**config.mk**
```make
export PLATFORM = sky130hd
export DESIGN_NAME = depth_subpacket_reassembler_core
export DESIGN_NICKNAME = d
export VERILOG_FILES = /design/src/rtl/core/dsr_pkg.sv /design/src/rtl/core/dsr_cfg_regs.sv /design/src/rtl/core/dsr_step.sv /design/src/rtl/core/depth_subpacket_reassembler_core.sv
export SDC_FILE = /design/constraint.sdc
export NUM_CORES = 1
export LEC_CHECK = 0
export BUFFER_PORTS_ARGS = -buffer_cell sky130_fd_sc_hd__buf_4
export CAP_MARGIN = 10
export CORE_UTILIZATION = 40
export CTS_CLUSTER_SIZE = 24
export DETAILED_ROUTE_END_ITERATION = 10
export PLACE_DENSITY_LB_ADDON = 0.15
export SYNTH_ARGS = -nofsm -noshare
export SYNTH_HDL_FRONTEND = slang
export SYNTH_SLANG_ARGS = --single-unit
export TNS_END_PERCENT = 100
```
**constraint.sdc**
```tcl
create_clock -name i_clk -period 8.2 [get_ports i_clk]
set_input_delay 1.64 -clock i_clk [delete_from_list [all_inputs] [get_ports i_clk]]
set_output_delay 1.64 -clock i_clk [all_outputs]
set_load 0.02 [all_outputs]
```
**src/rtl/core/dsr_pkg.sv**
```systemverilog
// Shared types, constants and a helper function of the depth subpacket reassembler.
`default_nettype none

package dsr_pkg;

    localparam int unsigned SUBPACKET_BYTES = 298496;
    localparam int unsigned FOOTER_BYTES    = 32;

    localparam int LEN_W      = 19;
    localparam int SUM_W      = LEN_W + 1;
    localparam int SEQ_W      = 32;
    localparam int SUB_W      = 4;
    localparam int CAP_W      = 24;
    localparam int DEST_W     = SUB_W + LEN_W;
    localparam int MASK_W     = 16;
    localparam int STATUS_W   = 3;
    localparam int APB_ADDR_W = 3;
    localparam int APB_DATA_W = 32;
    localparam int REG_IDX_W  = APB_ADDR_W - 2;

    localparam logic [CAP_W-1:0]     CAPACITY_RESET = CAP_W'(2984960);
    localparam logic [MASK_W-1:0]    COMPLETE_MASK  = MASK_W'(16'h03ff);
    localparam logic [SEQ_W-1:0]     LOSS_INTERVAL  = SEQ_W'(30);
    localparam logic [SUM_W-1:0]     FOUND_SUM      = SUM_W'(SUBPACKET_BYTES + FOOTER_BYTES);
    localparam logic [SUM_W-1:0]     SUB_LIMIT      = SUM_W'(SUBPACKET_BYTES);
    localparam logic [LEN_W-1:0]     SUB_FULL       = LEN_W'(SUBPACKET_BYTES);

    localparam logic [REG_IDX_W-1:0] REG_FRAME_CAPACITY = REG_IDX_W'(0);

    localparam logic [STATUS_W-1:0] ST_ACCUMULATING = 3'd0;
    localparam logic [STATUS_W-1:0] ST_RESYNC       = 3'd1;
    localparam logic [STATUS_W-1:0] ST_OVERSIZE     = 3'd2;
    localparam logic [STATUS_W-1:0] ST_LEN_MISMATCH = 3'd3;
    localparam logic [STATUS_W-1:0] ST_STORED       = 3'd4;
    localparam logic [STATUS_W-1:0] ST_OUT_OF_RANGE = 3'd5;

    typedef struct packed {
        logic [LEN_W-1:0] chunk_length;
        logic [SEQ_W-1:0] footer_sequence;
        logic [SUB_W-1:0] footer_subsequence;
        logic [LEN_W-1:0] footer_length;
        logic [SEQ_W-1:0] footer_timestamp;
        logic             consumer_ready;
    } t_in_item;

    typedef struct packed {
        logic [STATUS_W-1:0]    status;
        logic [CAP_W-1:0]       copy_dest_offset;
        logic [LEN_W-1:0]       copy_src_offset;
        logic [LEN_W-1:0]       copy_bytes;
        logic                   frame_emitted;
        logic [SEQ_W-1:0]       frame_sequence;
        logic [SEQ_W-1:0]       frame_timestamp;
        logic                   frame_incomplete;
        logic                   frame_skipped;
        logic                   loss_report_valid;
        logic signed [SEQ_W-1:0] lost_frames;
    } t_out_item;

    // Divisibility by 30: even, and divisible by 15 (hex digit sum modulo 15).
    function automatic logic div_by_30(input logic [SEQ_W-1:0] v);
        logic [6:0] s;
        logic [4:0] s2;
        logic [3:0] s3;
        s  = 7'(v[3:0]) + 7'(v[7:4]) + 7'(v[11:8]) + 7'(v[15:12])
           + 7'(v[19:16]) + 7'(v[23:20]) + 7'(v[27:24]) + 7'(v[31:28]);
        s2 = 5'(s[6:4]) + 5'(s[3:0]);
        s3 = 4'(s2[4]) + s2[3:0];
        return !v[0] && ((s3 == 4'h0) || (s3 == 4'hf));
    endfunction

endpackage

`default_nettype wire

```
**src/rtl/core/dsr_cfg_regs.sv**
```systemverilog
// Configuration register file with its APB-style access port.
`default_nettype none

module dsr_cfg_regs (
    input  wire logic                             i_clk,
    input  wire logic                             i_rst_n,
    input  wire logic                             psel,
    input  wire logic                             penable,
    input  wire logic                             pwrite,
    input  wire logic [dsr_pkg::APB_ADDR_W-1:0]   paddr,
    input  wire logic [dsr_pkg::APB_DATA_W-1:0]   pwdata,
    output logic      [dsr_pkg::APB_DATA_W-1:0]   prdata,
    output logic                                  pready,
    output logic      [dsr_pkg::CAP_W-1:0]        o_frame_capacity
);
    import dsr_pkg::*;

    logic [CAP_W-1:0]     r_frame_capacity;
    logic [REG_IDX_W-1:0] reg_idx;
    logic                 wr_en;

    assign reg_idx = paddr[APB_ADDR_W-1:2];
    assign wr_en   = psel && penable && pwrite && pready;
    assign pready  = 1'b1;

    always_ff @(posedge i_clk) begin
        if (!i_rst_n) begin
            r_frame_capacity <= CAPACITY_RESET;
        end else if (wr_en && (reg_idx == REG_FRAME_CAPACITY)) begin
            r_frame_capacity <= pwdata[CAP_W-1:0];
        end
    end

    always_comb begin
        unique case (reg_idx)
            REG_FRAME_CAPACITY: prdata = APB_DATA_W'(r_frame_capacity);
            default:            prdata = '0;
        endcase
    end

    assign o_frame_capacity = r_frame_capacity;

endmodule

`default_nettype wire

```
**src/rtl/core/dsr_step.sv**
```systemverilog
// Reassembly state and the single-pass update that produces one result per transaction.
`default_nettype none

module dsr_step (
    input  wire logic                        i_clk,
    input  wire logic                        i_rst_n,
    input  wire logic                        i_advance,
    input  wire dsr_pkg::t_in_item           i_item,
    input  wire logic [dsr_pkg::CAP_W-1:0]   i_frame_capacity,
    output dsr_pkg::t_out_item               o_result
);
    import dsr_pkg::*;

    logic [LEN_W-1:0]  r_fill, n_fill;
    logic [SEQ_W-1:0]  r_cur, n_cur;
    logic              r_cur_div30, n_cur_div30;
    logic [MASK_W-1:0] r_mask, n_mask;
    logic [SEQ_W-1:0]  r_pc, n_pc;

    logic [SUM_W-1:0]  sum;
    logic              found;
    logic [DEST_W-1:0] dest;
    logic              pc_wrap;
    logic [SEQ_W-1:0]  pc_inc;
    logic [SEQ_W-1:0]  diff;
    logic              report;
    logic [MASK_W-1:0] mask_base;
    t_out_item         res;

    assign sum     = SUM_W'(r_fill) + SUM_W'(i_item.chunk_length);
    assign found   = (sum == FOUND_SUM);
    assign dest    = DEST_W'(i_item.footer_subsequence) * DEST_W'(i_item.footer_length);
    assign pc_wrap = (r_pc == '1);
    assign pc_inc  = r_pc + SEQ_W'(1);
    assign diff    = pc_wrap ? '0 : (r_cur + ~r_pc);
    assign report  = (r_cur_div30 && (diff != '0)) || (!diff[SEQ_W-1] && (diff >= LOSS_INTERVAL));

    always_comb begin
        res         = '0;
        n_fill      = r_fill;
        n_cur       = r_cur;
        n_cur_div30 = r_cur_div30;
        n_mask      = r_mask;
        n_pc        = r_pc;
        mask_base   = r_mask;
        if (i_item.chunk_length == '0) begin
            res.status = ST_RESYNC;
            n_fill     = '0;
        end else if (!found) begin
            if (sum > SUB_LIMIT) begin
                res.status = ST_OVERSIZE;
                n_fill     = '0;
            end else begin
                res.status = ST_ACCUMULATING;
                n_fill     = sum[LEN_W-1:0];
            end
        end else if (i_item.footer_length != SUB_FULL) begin
            res.status = ST_LEN_MISMATCH;
            n_fill     = '0;
        end else begin
            n_fill = '0;
            if (r_cur != i_item.footer_sequence) begin
                res.frame_sequence = r_cur;
                if (r_mask == COMPLETE_MASK) begin
                    if (i_item.consumer_ready) begin
                        res.frame_emitted   = 1'b1;
                        res.frame_timestamp = i_item.footer_timestamp;
                        n_pc                = pc_wrap ? r_cur : pc_inc;
                        if (report) begin
                            res.loss_report_valid = 1'b1;
                            res.lost_frames       = diff;
                            n_pc                  = r_cur;
                        end
                    end else begin
                        res.frame_skipped = 1'b1;
                    end
                end else begin
                    res.frame_incomplete = 1'b1;
                end
                n_cur       = i_item.footer_sequence;
                n_cur_div30 = div_by_30(i_item.footer_sequence);
                mask_base   = '0;
            end
            n_mask = mask_base | (MASK_W'(1) << i_item.footer_subsequence);
            if (CAP_W'(dest) > i_frame_capacity) begin
                res.status = ST_OUT_OF_RANGE;
            end else begin
                res.status           = ST_STORED;
                res.copy_dest_offset = CAP_W'(dest);
                res.copy_src_offset  = SUB_FULL - i_item.footer_length;
                res.copy_bytes       = i_item.footer_length;
            end
        end
    end

    always_ff @(posedge i_clk) begin
        if (!i_rst_n) begin
            r_fill      <= '0;
            r_cur       <= '0;
            r_cur_div30 <= 1'b1;
            r_mask      <= '0;
            r_pc        <= '1;
        end else if (i_advance) begin
            r_fill      <= n_fill;
            r_cur       <= n_cur;
            r_cur_div30 <= n_cur_div30;
            r_mask      <= n_mask;
            r_pc        <= n_pc;
        end
    end

    assign o_result = res;

endmodule

`default_nettype wire

```
**src/rtl/core/depth_subpacket_reassembler_core.sv**
```systemverilog
// Top level of the depth subpacket reassembler: channels, pipeline registers and checks.
//
// Usage: each input transaction on i_in_data carries one transfer descriptor (its byte
// length and the decoded footer fields). Every input transaction produces exactly one
// result transaction on o_out_data, in order. A transfer length of zero resynchronizes
// the subpacket fill level.
// Both channels use valid and stall; a transaction moves at a rising edge where valid
// is high and stall is low. The frame_capacity register is written through the APB
// port at byte address 0. The user must write it only while no transaction is in
// flight; the block itself does not enforce this. A descriptor is captured in the
// input register, and its result is loaded into the output register when the output
// register can move. Throughput is one transaction per cycle while the receiver does
// not stall, set by the single-pass state update between the two registers.
// Reset clears the valid flags of both pipeline registers, resets the reassembly
// state, and restores frame_capacity to its reset value.
// When the receiver stalls, the result holds in the output register and one more
// descriptor may wait in the input register; further input is stalled until the
// output moves.
`default_nettype none

module depth_subpacket_reassembler_core (
    input  wire logic                             i_clk,
    input  wire logic                             i_rst_n,
    input  wire logic                             i_in_valid,
    output logic                                  o_in_stall,
    input  wire dsr_pkg::t_in_item                i_in_data,
    output logic                                  o_out_valid,
    input  wire logic                             i_out_stall,
    output dsr_pkg::t_out_item                    o_out_data,
    input  wire logic                             psel,
    input  wire logic                             penable,
    input  wire logic                             pwrite,
    input  wire logic [dsr_pkg::APB_ADDR_W-1:0]   paddr,
    input  wire logic [dsr_pkg::APB_DATA_W-1:0]   pwdata,
    output logic      [dsr_pkg::APB_DATA_W-1:0]   prdata,
    output logic                                  pready
);
    import dsr_pkg::*;

    logic             r_in_valid;
    t_in_item         r_in_item;
    logic             r_out_valid;
    t_out_item        r_out_item;
    logic             out_busy;
    logic             advance;
    logic             in_accept;
    logic [CAP_W-1:0] frame_capacity;
    t_out_item        step_result;

    assign out_busy   = r_out_valid && i_out_stall;
    assign advance    = r_in_valid && !out_busy;
    assign o_in_stall = r_in_valid && out_busy;
    assign in_accept  = i_in_valid && !o_in_stall;

    dsr_cfg_regs u_cfg_regs (
        .i_clk            (i_clk),
        .i_rst_n          (i_rst_n),
        .psel             (psel),
        .penable          (penable),
        .pwrite           (pwrite),
        .paddr            (paddr),
        .pwdata           (pwdata),
        .prdata           (prdata),
        .pready           (pready),
        .o_frame_capacity (frame_capacity)
    );

    dsr_step u_step (
        .i_clk            (i_clk),
        .i_rst_n          (i_rst_n),
        .i_advance        (advance),
        .i_item           (r_in_item),
        .i_frame_capacity (frame_capacity),
        .o_result         (step_result)
    );

    always_ff @(posedge i_clk) begin
        if (!i_rst_n) begin
            r_in_valid <= 1'b0;
        end else if (in_accept) begin
            r_in_valid <= 1'b1;
        end else if (advance) begin
            r_in_valid <= 1'b0;
        end
    end

    always_ff @(posedge i_clk) begin
        if (in_accept) begin
            r_in_item <= i_in_data;
        end
    end

    always_ff @(posedge i_clk) begin
        if (!i_rst_n) begin
            r_out_valid <= 1'b0;
        end else if (advance) begin
            r_out_valid <= 1'b1;
        end else if (!i_out_stall) begin
            r_out_valid <= 1'b0;
        end
    end

    always_ff @(posedge i_clk) begin
        if (advance) begin
            r_out_item <= step_result;
        end
    end

    assign o_out_valid = r_out_valid;
    assign o_out_data  = r_out_item;

    a_in_stall_only_when_out_blocked: assert property (
        @(posedge i_clk) disable iff (!i_rst_n)
        o_in_stall |-> (o_out_valid && i_out_stall)
    ) else $error("input stalled while the output register can move");

    a_frame_outcome_exclusive: assert property (
        @(posedge i_clk) disable iff (!i_rst_n)
        o_out_valid |-> $onehot0({o_out_data.frame_emitted, o_out_data.frame_incomplete,
                                  o_out_data.frame_skipped})
    ) else $error("more than one frame outcome in one result");

    a_loss_report_needs_emit: assert property (
        @(posedge i_clk) disable iff (!i_rst_n)
        (o_out_valid && o_out_data.loss_report_valid) |-> o_out_data.frame_emitted
    ) else $error("loss report without an emitted frame");

    a_result_follows_pending_item: assert property (
        @(posedge i_clk) disable iff (!i_rst_n)
        (r_in_valid && !out_busy) |=> o_out_valid
    ) else $error("pending descriptor advanced without producing a result");

endmodule

`default_nettype wire
```
After elaboration in Yosys (flattened, before gate mapping):

Index checks and enable logic that the tools add are counted.

* add/subtract/negate cells: 13
* multiply operators: 1
* magnitude comparators: 3
* equal/unequal tests: 7
* shift operators: 1
* mux-type cells: 23
* bitwise gates (word level): 10
* reductions and logical operators: 29

Operators with widths (number)
* 32-bit two-way mux: 3
* 16-bit two-way mux: 4
* 19-bit two-way mux: 3
* 7-bit by 4-bit adder with 7-bit output: 6
* 33-bit two-way mux: 1
* 32-bit by 1-bit adder with 32-bit output (second input constant): 1
* 32-bit adder: 1
* 32-bit equality test (second input constant): 1
* 32-bit by 5-bit greater-or-equal comparator with 1-bit output (second input constant): 1
* 32-bit != test: 1
* 32-bit NOT: 1
* 32-bit nonzero test: 1
* 23-bit by 24-bit > comparator with 1-bit output: 1
* 24-bit two-way mux: 1
* 4-bit by 19-bit multiplier with 23-bit output: 1
* 19-bit by 19-bit adder with 20-bit output: 1
* 20-bit by 19-bit equality test with 1-bit output (second input constant): 1
* 20-bit by 19-bit > comparator with 1-bit output (second input constant): 1
* 19-bit logical NOT: 1
* 19-bit != test (second input constant): 1
* 19-bit subtractor (first input constant): 1
* 16-bit by 10-bit equality test with 1-bit output (second input constant): 1
* 16-bit OR: 1
* 1-bit by 4-bit << shifter with 16-bit output (first input constant): 1
* 22 further kinds: 51

* register bits after elaboration: 398
* input bits: 149
* output and inout bits: 200
* logic and storage cells: 113

Logic depth before layout (Yosys ltp):

Gate-level depths: netlist (run 1).

* depth after elaboration: 12
* mapped depth: 30
* gate-level depth less buffers: 28

Modules after synthesis:

A second synthesis (run 1) with hierarchy kept.

* cells, all modules: 2210
* area, all modules: 22704.3 um2

Modules (own cells, without submodules)
* dsr_step: instances 1, cells an instance 1788, area an instance 13192.7 um2, seq. area each 2001.9 um2
* depth_subpacket_reassembler_core: instances 1, cells an instance 280, area an instance 8251.7 um2, seq. area each 8207.9 um2
* dsr_cfg_regs: instances 1, cells an instance 142, area an instance 1260.0 um2, seq. area each 480.5 um2

Worst setup path after synthesis (run 1):

Ideal clock, no wire load.

* path type: input to register
* start point: input i_out_stall
* end point: register u_step.r_pc[10]
* setup time: 0.142 ns
* arrival time: 7.334 ns
* data required time: 8.058 ns
* setup slack: 0.724 ns
* stages on the path: 9
* buffers on the path: 0
* cells stage by stage: nand2_1 > nand2_1 > inv_1 > nand2_1 > nor3_1 > nand4b_1 > or4_1 > a21oi_1 > a221oi_1

* word-level cells in the longest chain between the ends: 4

RTL lines
* from (decl): RTL line depth_subpacket_reassembler_core.sv:28 `input wire logic i_out_stall,`
* 1-bit logical AND: RTL line depth_subpacket_reassembler_core.sv:50 `assign out_busy = r_out_valid && i_out_stall;`
* 1-bit logical NOT: RTL line depth_subpacket_reassembler_core.sv:51 `assign advance = r_in_valid && !out_busy;`
* 1-bit logical AND: RTL line depth_subpacket_reassembler_core.sv:51
* via advance: RTL line depth_subpacket_reassembler_core.sv:45 `logic advance;`
* 7-bit AND reduction (no source line)
* to (signal assigned): RTL line dsr_step.sv:108 `r_pc <= n_pc;`
* to (decl): RTL line dsr_step.sv:18 `logic [SEQ_W-1:0] r_pc, n_pc;`

The timed path passes the listed nets, and every way through them passes these cells.
A chain may end at the register's enable or synchronous reset.

Worst setup path after layout (run 1):

* start point: register r_in_item[55] in the netlist's numbering
* end point: register r_out_item (netlist bit o_out_data[136]), data pin

* word-level cells in the longest chain between the ends: 3

RTL lines
* from (decl): RTL line depth_subpacket_reassembler_core.sv:41 `t_in_item r_in_item;`
* from (signal assigned): RTL line depth_subpacket_reassembler_core.sv:89 `r_in_item <= i_in_data;`
* 4-bit by 19-bit multiplier with 23-bit output: RTL line dsr_step.sv:32 `assign dest = DEST_W'(i_item.footer_subsequence) * DEST_W'(i_item.footer_length);`
* via u_step.dest[22]: RTL line dsr_step.sv:22 `logic [DEST_W-1:0] dest;`
* 23-bit by 24-bit > comparator with 1-bit output: RTL line dsr_step.sv:85 `if (CAP_W'(dest) > i_frame_capacity) begin`
* 4-bit OR reduction (no source line)
* to (signal assigned): RTL line depth_subpacket_reassembler_core.sv:105 `r_out_item <= step_result;`
* to (decl): RTL line depth_subpacket_reassembler_core.sv:43 `t_out_item r_out_item;`

The timed path passes the listed nets, and every way through them passes these cells.

==> results of run 1 <==
-- synth_stat cells, types with 14 or more instances --
cell and count:
and3_1 38, nor3b_1 23, nand4_1 33, o21a_1 14, fa_1 56, o211ai_1 16, xnor2_1 43, nand3_1 41
a21o_1 46, nand2_1 140, a21oi_1 106, o21ai_0 53, nor3_1 49, nor4_1 25, nor2_1 168, ha_1 122
inv_1 188, edfxtp_1 270, nand2b_1 15, xor2_1 63, mux2i_1 44, a22o_1 26, and2_1 114, dfxtp_1 126
clkbuf_1 60
-- path summary, 6_finish.rpt --
kind | slack (ns) | to | depth (start not counted) | from
worst max-delay path | 0.77 | o_out_data[136] | 23 | r_in_item[55]
worst min-delay path | 0.46 | u_cfg_regs.o_frame_capacity[4] | 2 | u_cfg_regs.o_frame_capacity[4]
worst max register to register | 0.77 | o_out_data[136] | 23 | r_in_item[55]
worst min register to register | 0.46 | u_cfg_regs.o_frame_capacity[4] | 2 | u_cfg_regs.o_frame_capacity[4]
-- cells by family (layout without fill, tap and decap cells) --
logic type | Yosys count | in the layout | synth area share [%]
other | 2 | 32 | 0.0339
XOR/XNOR | 106 | 106 | 4.19
adder cells (fa/ha/maj) | 178 | 178 | 12.0
multiplexers | 45 | 45 | 2.04
buffers and inverters | 278 | 617 | 5.00
flip-flops | 396 | 396 | 48.0
AND/OR/NAND/NOR | 722 | 722 | 17.1
AO/OA/AOI/OAI | 381 | 381 | 11.7
-- cell type report --
| class | instances | share of cell area, % |
|---|---|---|
| Inverter | 189 | 2.65 |
| Timing Repair Buffer | 344 | 9.59 |
| Sequential cell | 396 | 39.5 |
| Tap cell | 696 | 3.23 |
| Multi-Input combinational cell | 1463 | 39.3 |
| Clock inverter | 31 | 1.16 |
| Antenna cell | 1 | 0.00930 |
| Clock buffer | 53 | 4.56 |
-- worst reg2reg max path, stage by stage, from the launching register on --
cell,delay [ns]
edfxtp_1,0.74
and2_1,0.36
fa_1,0.53
inv_1,0.05
fa_1,0.53
inv_1,0.05
ha_1,0.32
nor2b_1,0.14
o21ai_0,0.21
a21boi_0,0.18
o21ai_0,0.26
a21oi_1,0.14
o2111ai_1,0.26
a31oi_1,0.18
a41oi_1,0.28
nor4b_1,0.40
o31ai_1,0.16
xor2_1,0.18
ha_1,0.31
nand4_1,0.11
a211oi_1,0.38
a2bb2oi_4,0.49
nand2b_1,0.74
nor2_1,0.13
-- flip-flops by register name (all words and copies together) (netlist names) --
register	count
o_out_data	163
r_in_item	107
u_step.r_cur	32
u_step.r_pc	32
u_cfg_regs.o_frame_capacity	24
u_step.r_fill	19
u_step.r_mask	16
o_out_valid	1
r_in_valid	1
u_step.r_cur_div30	1
-- stage by stage --
step                      utilization (%)  instance area (um^2)  power [uW]  setup WS [ns]  instances
after floorplan                         -                 22300        3410          0.724       2137
after global placement               46.8                 25400        3740          0.811       3088
after detailed placement             46.8                 25400        3780          0.644       3088
after CTS                            49.6                 26900        5880          0.599       3172
after global routing                 49.6                 26900        6170          0.182       3173
final                                49.6                 26900        5830          0.767       3173
-- layer usage --
layer  GRT usage, %  part of all wire [%]
met1           28.4                    44
met2           37.5                    49
met3           3.82                   5.5
met4           5.96                   2.3
met5              0                     0
-- power by group through the flow --
stage	sequential, uW	combinational (uW)	clock (uW)
after global routing	2280	1690	2210
after CTS	2270	1480	2130
final	2270	1480	2080
after global placement	2310	1420	0
after floorplan	2340	1060	0
after detailed placement	2310	1460	0
==> run metrics, run 1 <==
# Post-CTS Setup Buffers=0; routed len/inst=19.6 um; layout cell share with drive strength beyond 1=18.2%; #FFs+latches synth=396; worst hold margin=0.456 ns; switch share=29.9%; Critical Path RT=8.49 ns; PortBufs=328; width of the die=237 um; Max transition margin=23.3%; vias in the first global route=16600; die area=56300 um^2; Crit Path Class=flip-flop to flip-flop; total grt overflow=0; Rows=85; # DRC=0; fmax=135 MHz; Psw=1740 uW; Setup Viol. Count Final=0; clock slew at reported path FFs=0.06 ns; mean area per synthesized cell=10.5 um^2; Power Density=216 nW/um^2; Peak VDD IR=0.000209 V; Worst Path Arrival=7.73 ns; Starting Density=40.8%; core area=54200 um^2; Final min period=7.43 ns; register area=10600 um^2; sequential fraction of the synthesis area=48.0%; WP buf/inv=2; Ports=349; RSZ-0062 raised after global routing=false; Worst setup SP type=flip-flop; DIE HEIGHT=237 um; P_int=4090 uW; largest net degree at the start of global routing=103; max incr delay on CP=0.74 ns; hold buffers post-CTS=0; fin crit share=90.6%; ys async rst share=0%; top cell type's share of synthesized area=36.6%; final wirelength=62300 um; Fillers=4999; worst-margin pin slew=1.14 ns; Max-Cap Viols=0; clock network fraction of total power=35.7%; area occupied by multi-input gates=10600 um^2; Vias/cell=5.34; Min-Delay Path Class=flip-flop to flip-flop; synthesis-to-finish area growth=21.5%; CTS tree=yes; Setup TNS=0 ns; Post-Syn Area=22200 um^2; Yosys Warn Count=0; CP max FO=26; Final Hold Fails=0; Root Driver=clkbuf_16; Slew Viols, Final=0; top cells by area, synth=edfxtp_1 37%, dfxtp_1 11%, ha_1 6.9%, fa_1 5.1%, and2_1 3.2%; RD Place Congestion=0.874; commonest non-fill, non-tap cell in the layout=buf_4; Syn Inst Count=2108; hpwl dp=46700 um; Starting DRT DRC Count=1098; post-synthesis cell type count=81; Post-synth EDFFs=270; Vias=17000; htree depth=2; Slowest cell on crit path=edfxtp_1; cell taking the most area after synthesis=edfxtp_1; CP top delay family=compound AO/OA/AOI/OAI gates; clk sink count=396; clock latency on the worst-skew pair=0.59 ns; # nets final=2766; number of CTS-inserted buffers=45; clk_skew=0.0260 ns; first-pass GRT wire length=96000 um; post-route ant nets=0; crit path cell chain=and2_1 -> fa_1 -> inv_1 -> fa_1 -> inv_1 -> ha_1 -> nor2b_1 -> o21ai_0 -> a21boi_0 -> o21ai_0 -> a21oi_1 -> o2111ai_1 -> a31oi_1 -> a41oi_1 -> nor4b_1 -> o31ai_1 -> xor2_1 -> ha_1 -> nand4_1 -> a211oi_1 -> a2bb2oi_4 -> nand2b_1 -> nor2_1; drt pass-1 iters=5; CTS resizes=0; Main synth FF type=edfxtp_1; Pleak=0.0117 uW; status=finished clean; Bufs on Longest Clock Path=3; total track usage=21.9%; CP endpoint kind=flip-flop; combinational power share=25.3%; initial antenna violation count=2; most frequent cells in the layout=344 x buf_4, 270 x edfxtp_1, 187 x inv_1, 168 x nor2_1, 140 x nand2_1; Seq pwr share=39.0%
Note: power is estimated with default switching activity, not from simulation.
==> run 2, diff against run 1 <==
Settings changed: PLACE_DENSITY_LB_ADDON 0.15 to default.
Clock period 8.2 ns to 6.4 ns, I/O delays scaled along.
==> run metrics, run 2 (synthesized netlist as in run 1, its figures left out) <==
# DRC=0 (unchanged); DIE HEIGHT=237 um (unchanged); Vias/cell=5.37 (+0.51%); Setup Viol. Count Final=0 (unchanged); Bufs on Longest Clock Path=3 (unchanged); commonest non-fill, non-tap cell in the layout=buf_4; Rows=85 (unchanged); vias in the first global route=16700 (+0.84%); # nets final=2793 (+0.98%); area occupied by multi-input gates=10700 um^2 (+0.78%); total track usage=21.9% (about the same); Final Hold Fails=0 (unchanged); clock latency on the worst-skew pair=0.60 ns (about the same); clk_skew=0.0254 ns (-0.000620 ns); Pleak=0.0119 uW (+1.1%); core area=54200 um^2 (unchanged); Worst setup SP type=flip-flop; layout cell share with drive strength beyond 1=19.6% (+1.4 points); most frequent cells in the layout=369 x buf_4, 270 x edfxtp_1, 187 x inv_1, 168 x nor2_1, 140 x nand2_1; Max-Cap Viols=0 (unchanged); final wirelength=62600 um (+0.43%); drt pass-1 iters=7 (+2); width of the die=237 um (unchanged); die area=56300 um^2 (unchanged); register area=10600 um^2 (unchanged); clock slew at reported path FFs=0.06 ns (about the same); hold buffers post-CTS=0 (unchanged); status=finished clean; initial antenna violation count=0 (-2); Critical Path RT=6.90 ns (-1.59 ns); synthesis-to-finish area growth=22.6%; htree depth=2 (unchanged); Power Density=287 nW/um^2 (+33%); RSZ-0062 raised after global routing=true; Min-Delay Path Class=flip-flop to flip-flop; max FFs per register=163 (unchanged); RD Place Congestion=0.886 (+1.3%); Vias=17200 (+1.4%); largest net degree at the start of global routing=76 (-26%); Root Driver=clkbuf_16; Crit Path Class=flip-flop to flip-flop; CTS tree=yes; PortBufs=328 (unchanged); Design Power=7800 uW (+34%); fmax=162 MHz (+21%); Fillers=4981 (-0.36%); fin crit share=96.3% (+5.6 points); number of CTS-inserted buffers=46 (+2.2%); fin util=50.1% (+0.44 points); Peak VDD IR=0.000389 V (+86%); routed len/inst=19.5 um (-0.45%); hpwl dp=47400 um (+1.5%); worst-margin pin slew=1.14 ns (+0.00254 ns); clk sink count=396 (unchanged); total grt overflow=0 (unchanged); CP max FO=2 (-92%); Slew Viols, Final=0 (unchanged); CP endpoint kind=flip-flop; first-pass GRT wire length=96000 um (about the same); Starting DRT DRC Count=1205 (+9.7%); Worst Path Arrival=6.66 ns (-1.07 ns); Max transition margin=23.8% (+0.47 points); post-route ant nets=0 (unchanged); Final min period=6.16 ns (-1.27 ns); Starting Density=40.8% (unchanged); Ports=349 (unchanged)
-- run 2: changes by cell type in the layout (fill, tap and decap cells not counted), sizes merged --
| cell | before | now |
|---|---|---|
| clkbuf | 53 | 61 |
| clkinv | 17 | 16 |
| bufinv | 4 | 3 |
| inv | 190 | 191 |
| clkinvlp | 9 | 4 |
| buf | 344 | 370 |
-- run 2: worst max-delay path, cell delays in order, from the launching register on --
cell	delay, ns
edfxtp_1	0.35
ha_2	0.18
inv_1	0.06
fa_2	0.38
xnor2_2	0.15
fa_1	0.49
inv_1	0.05
fa_1	0.47
fa_1	0.55
inv_1	0.05
fa_1	0.47
ha_1	0.31
a21o_1	0.19
a21oi_4	0.15
xnor2_1	0.09
ha_2	0.19
fa_2	0.40
a21oi_2	0.14
nor2_1	0.05
ha_2	0.19
nand3_1	0.10
xor2_1	0.18
xnor2_1	0.11
or4_1	0.49
a21oi_2	0.13
nand2_1	0.06
o211ai_1	0.11
-- run 2: path summary, 6_finish.rpt --
check | startpoint | depth (start not counted) | slack [ns] | to
max reg2reg | r_in_item[60] | 26 | 0.24 | u_step.r_cur_div30
max | r_in_item[60] | 26 | 0.24 | u_step.r_cur_div30
min reg2reg | u_cfg_regs.o_frame_capacity[7] | 2 | 0.45 | u_cfg_regs.o_frame_capacity[7]
min | u_cfg_regs.o_frame_capacity[7] | 2 | 0.45 | u_cfg_regs.o_frame_capacity[7]
-- run 2: through the flow --
| step | std cells | cell area [um^2] | setup slack, ns | hold WS (ns) | TNS [ns] |
|---|---|---|---|---|---|
| after floorplan | 2137 | 22300 | 0.259 | 0.417 | 0 |
| after global placement | 3111 | 25500 | 0.0632 | 0.433 | 0 |
| after detailed placement | 3111 | 25500 | -0.0449 | 0.447 | -0.0449 |
| after CTS | 3198 | 27000 | 0.00242 | 0.457 | 0 |
| after global routing | 3200 | 27200 | -0.0918 | 0.474 | -0.0918 |
| final | 3201 | 27200 | 0.239 | 0.455 | 0 |
-- run 2: metal layers --
metal  track usage, %  share of wire [%]  up-vias
li1                 -                  -     8192
met4             5.57                2.3        0
met5                0                  0        -
met3             3.55                5.3       97
met2             37.4                 49      523
met1             28.7                 44     8375
-- run 2: timing repair --
| action | CTS | global route |
|---|---|---|
| pin swaps | 0 | 13 |
| endpoints found under the setup margin | 1 | 41 |
| buffers inserted | 1 | 2 |
| gates resized for setup | 1 | 23 |
-- run 2: power breakdown --
group          internal, uW  switching, uW  leakage, uW  total, uW
Combinational          1100           1190      0.00758       2290
Sequential             2840           64.2      0.00356       2900
Clock                  1500           1100     0.000725       2610
-- run 2: final cells by class --
cell class,count,area share (%)
clock buffers,61,4.56
multi-input cells,1463,39.3
repair buffers,370,10.3
flip-flops and latches,396,39.1
diodes,1,0.00921
inverters,189,2.63
well taps,696,3.21
clock inverters,25,0.931
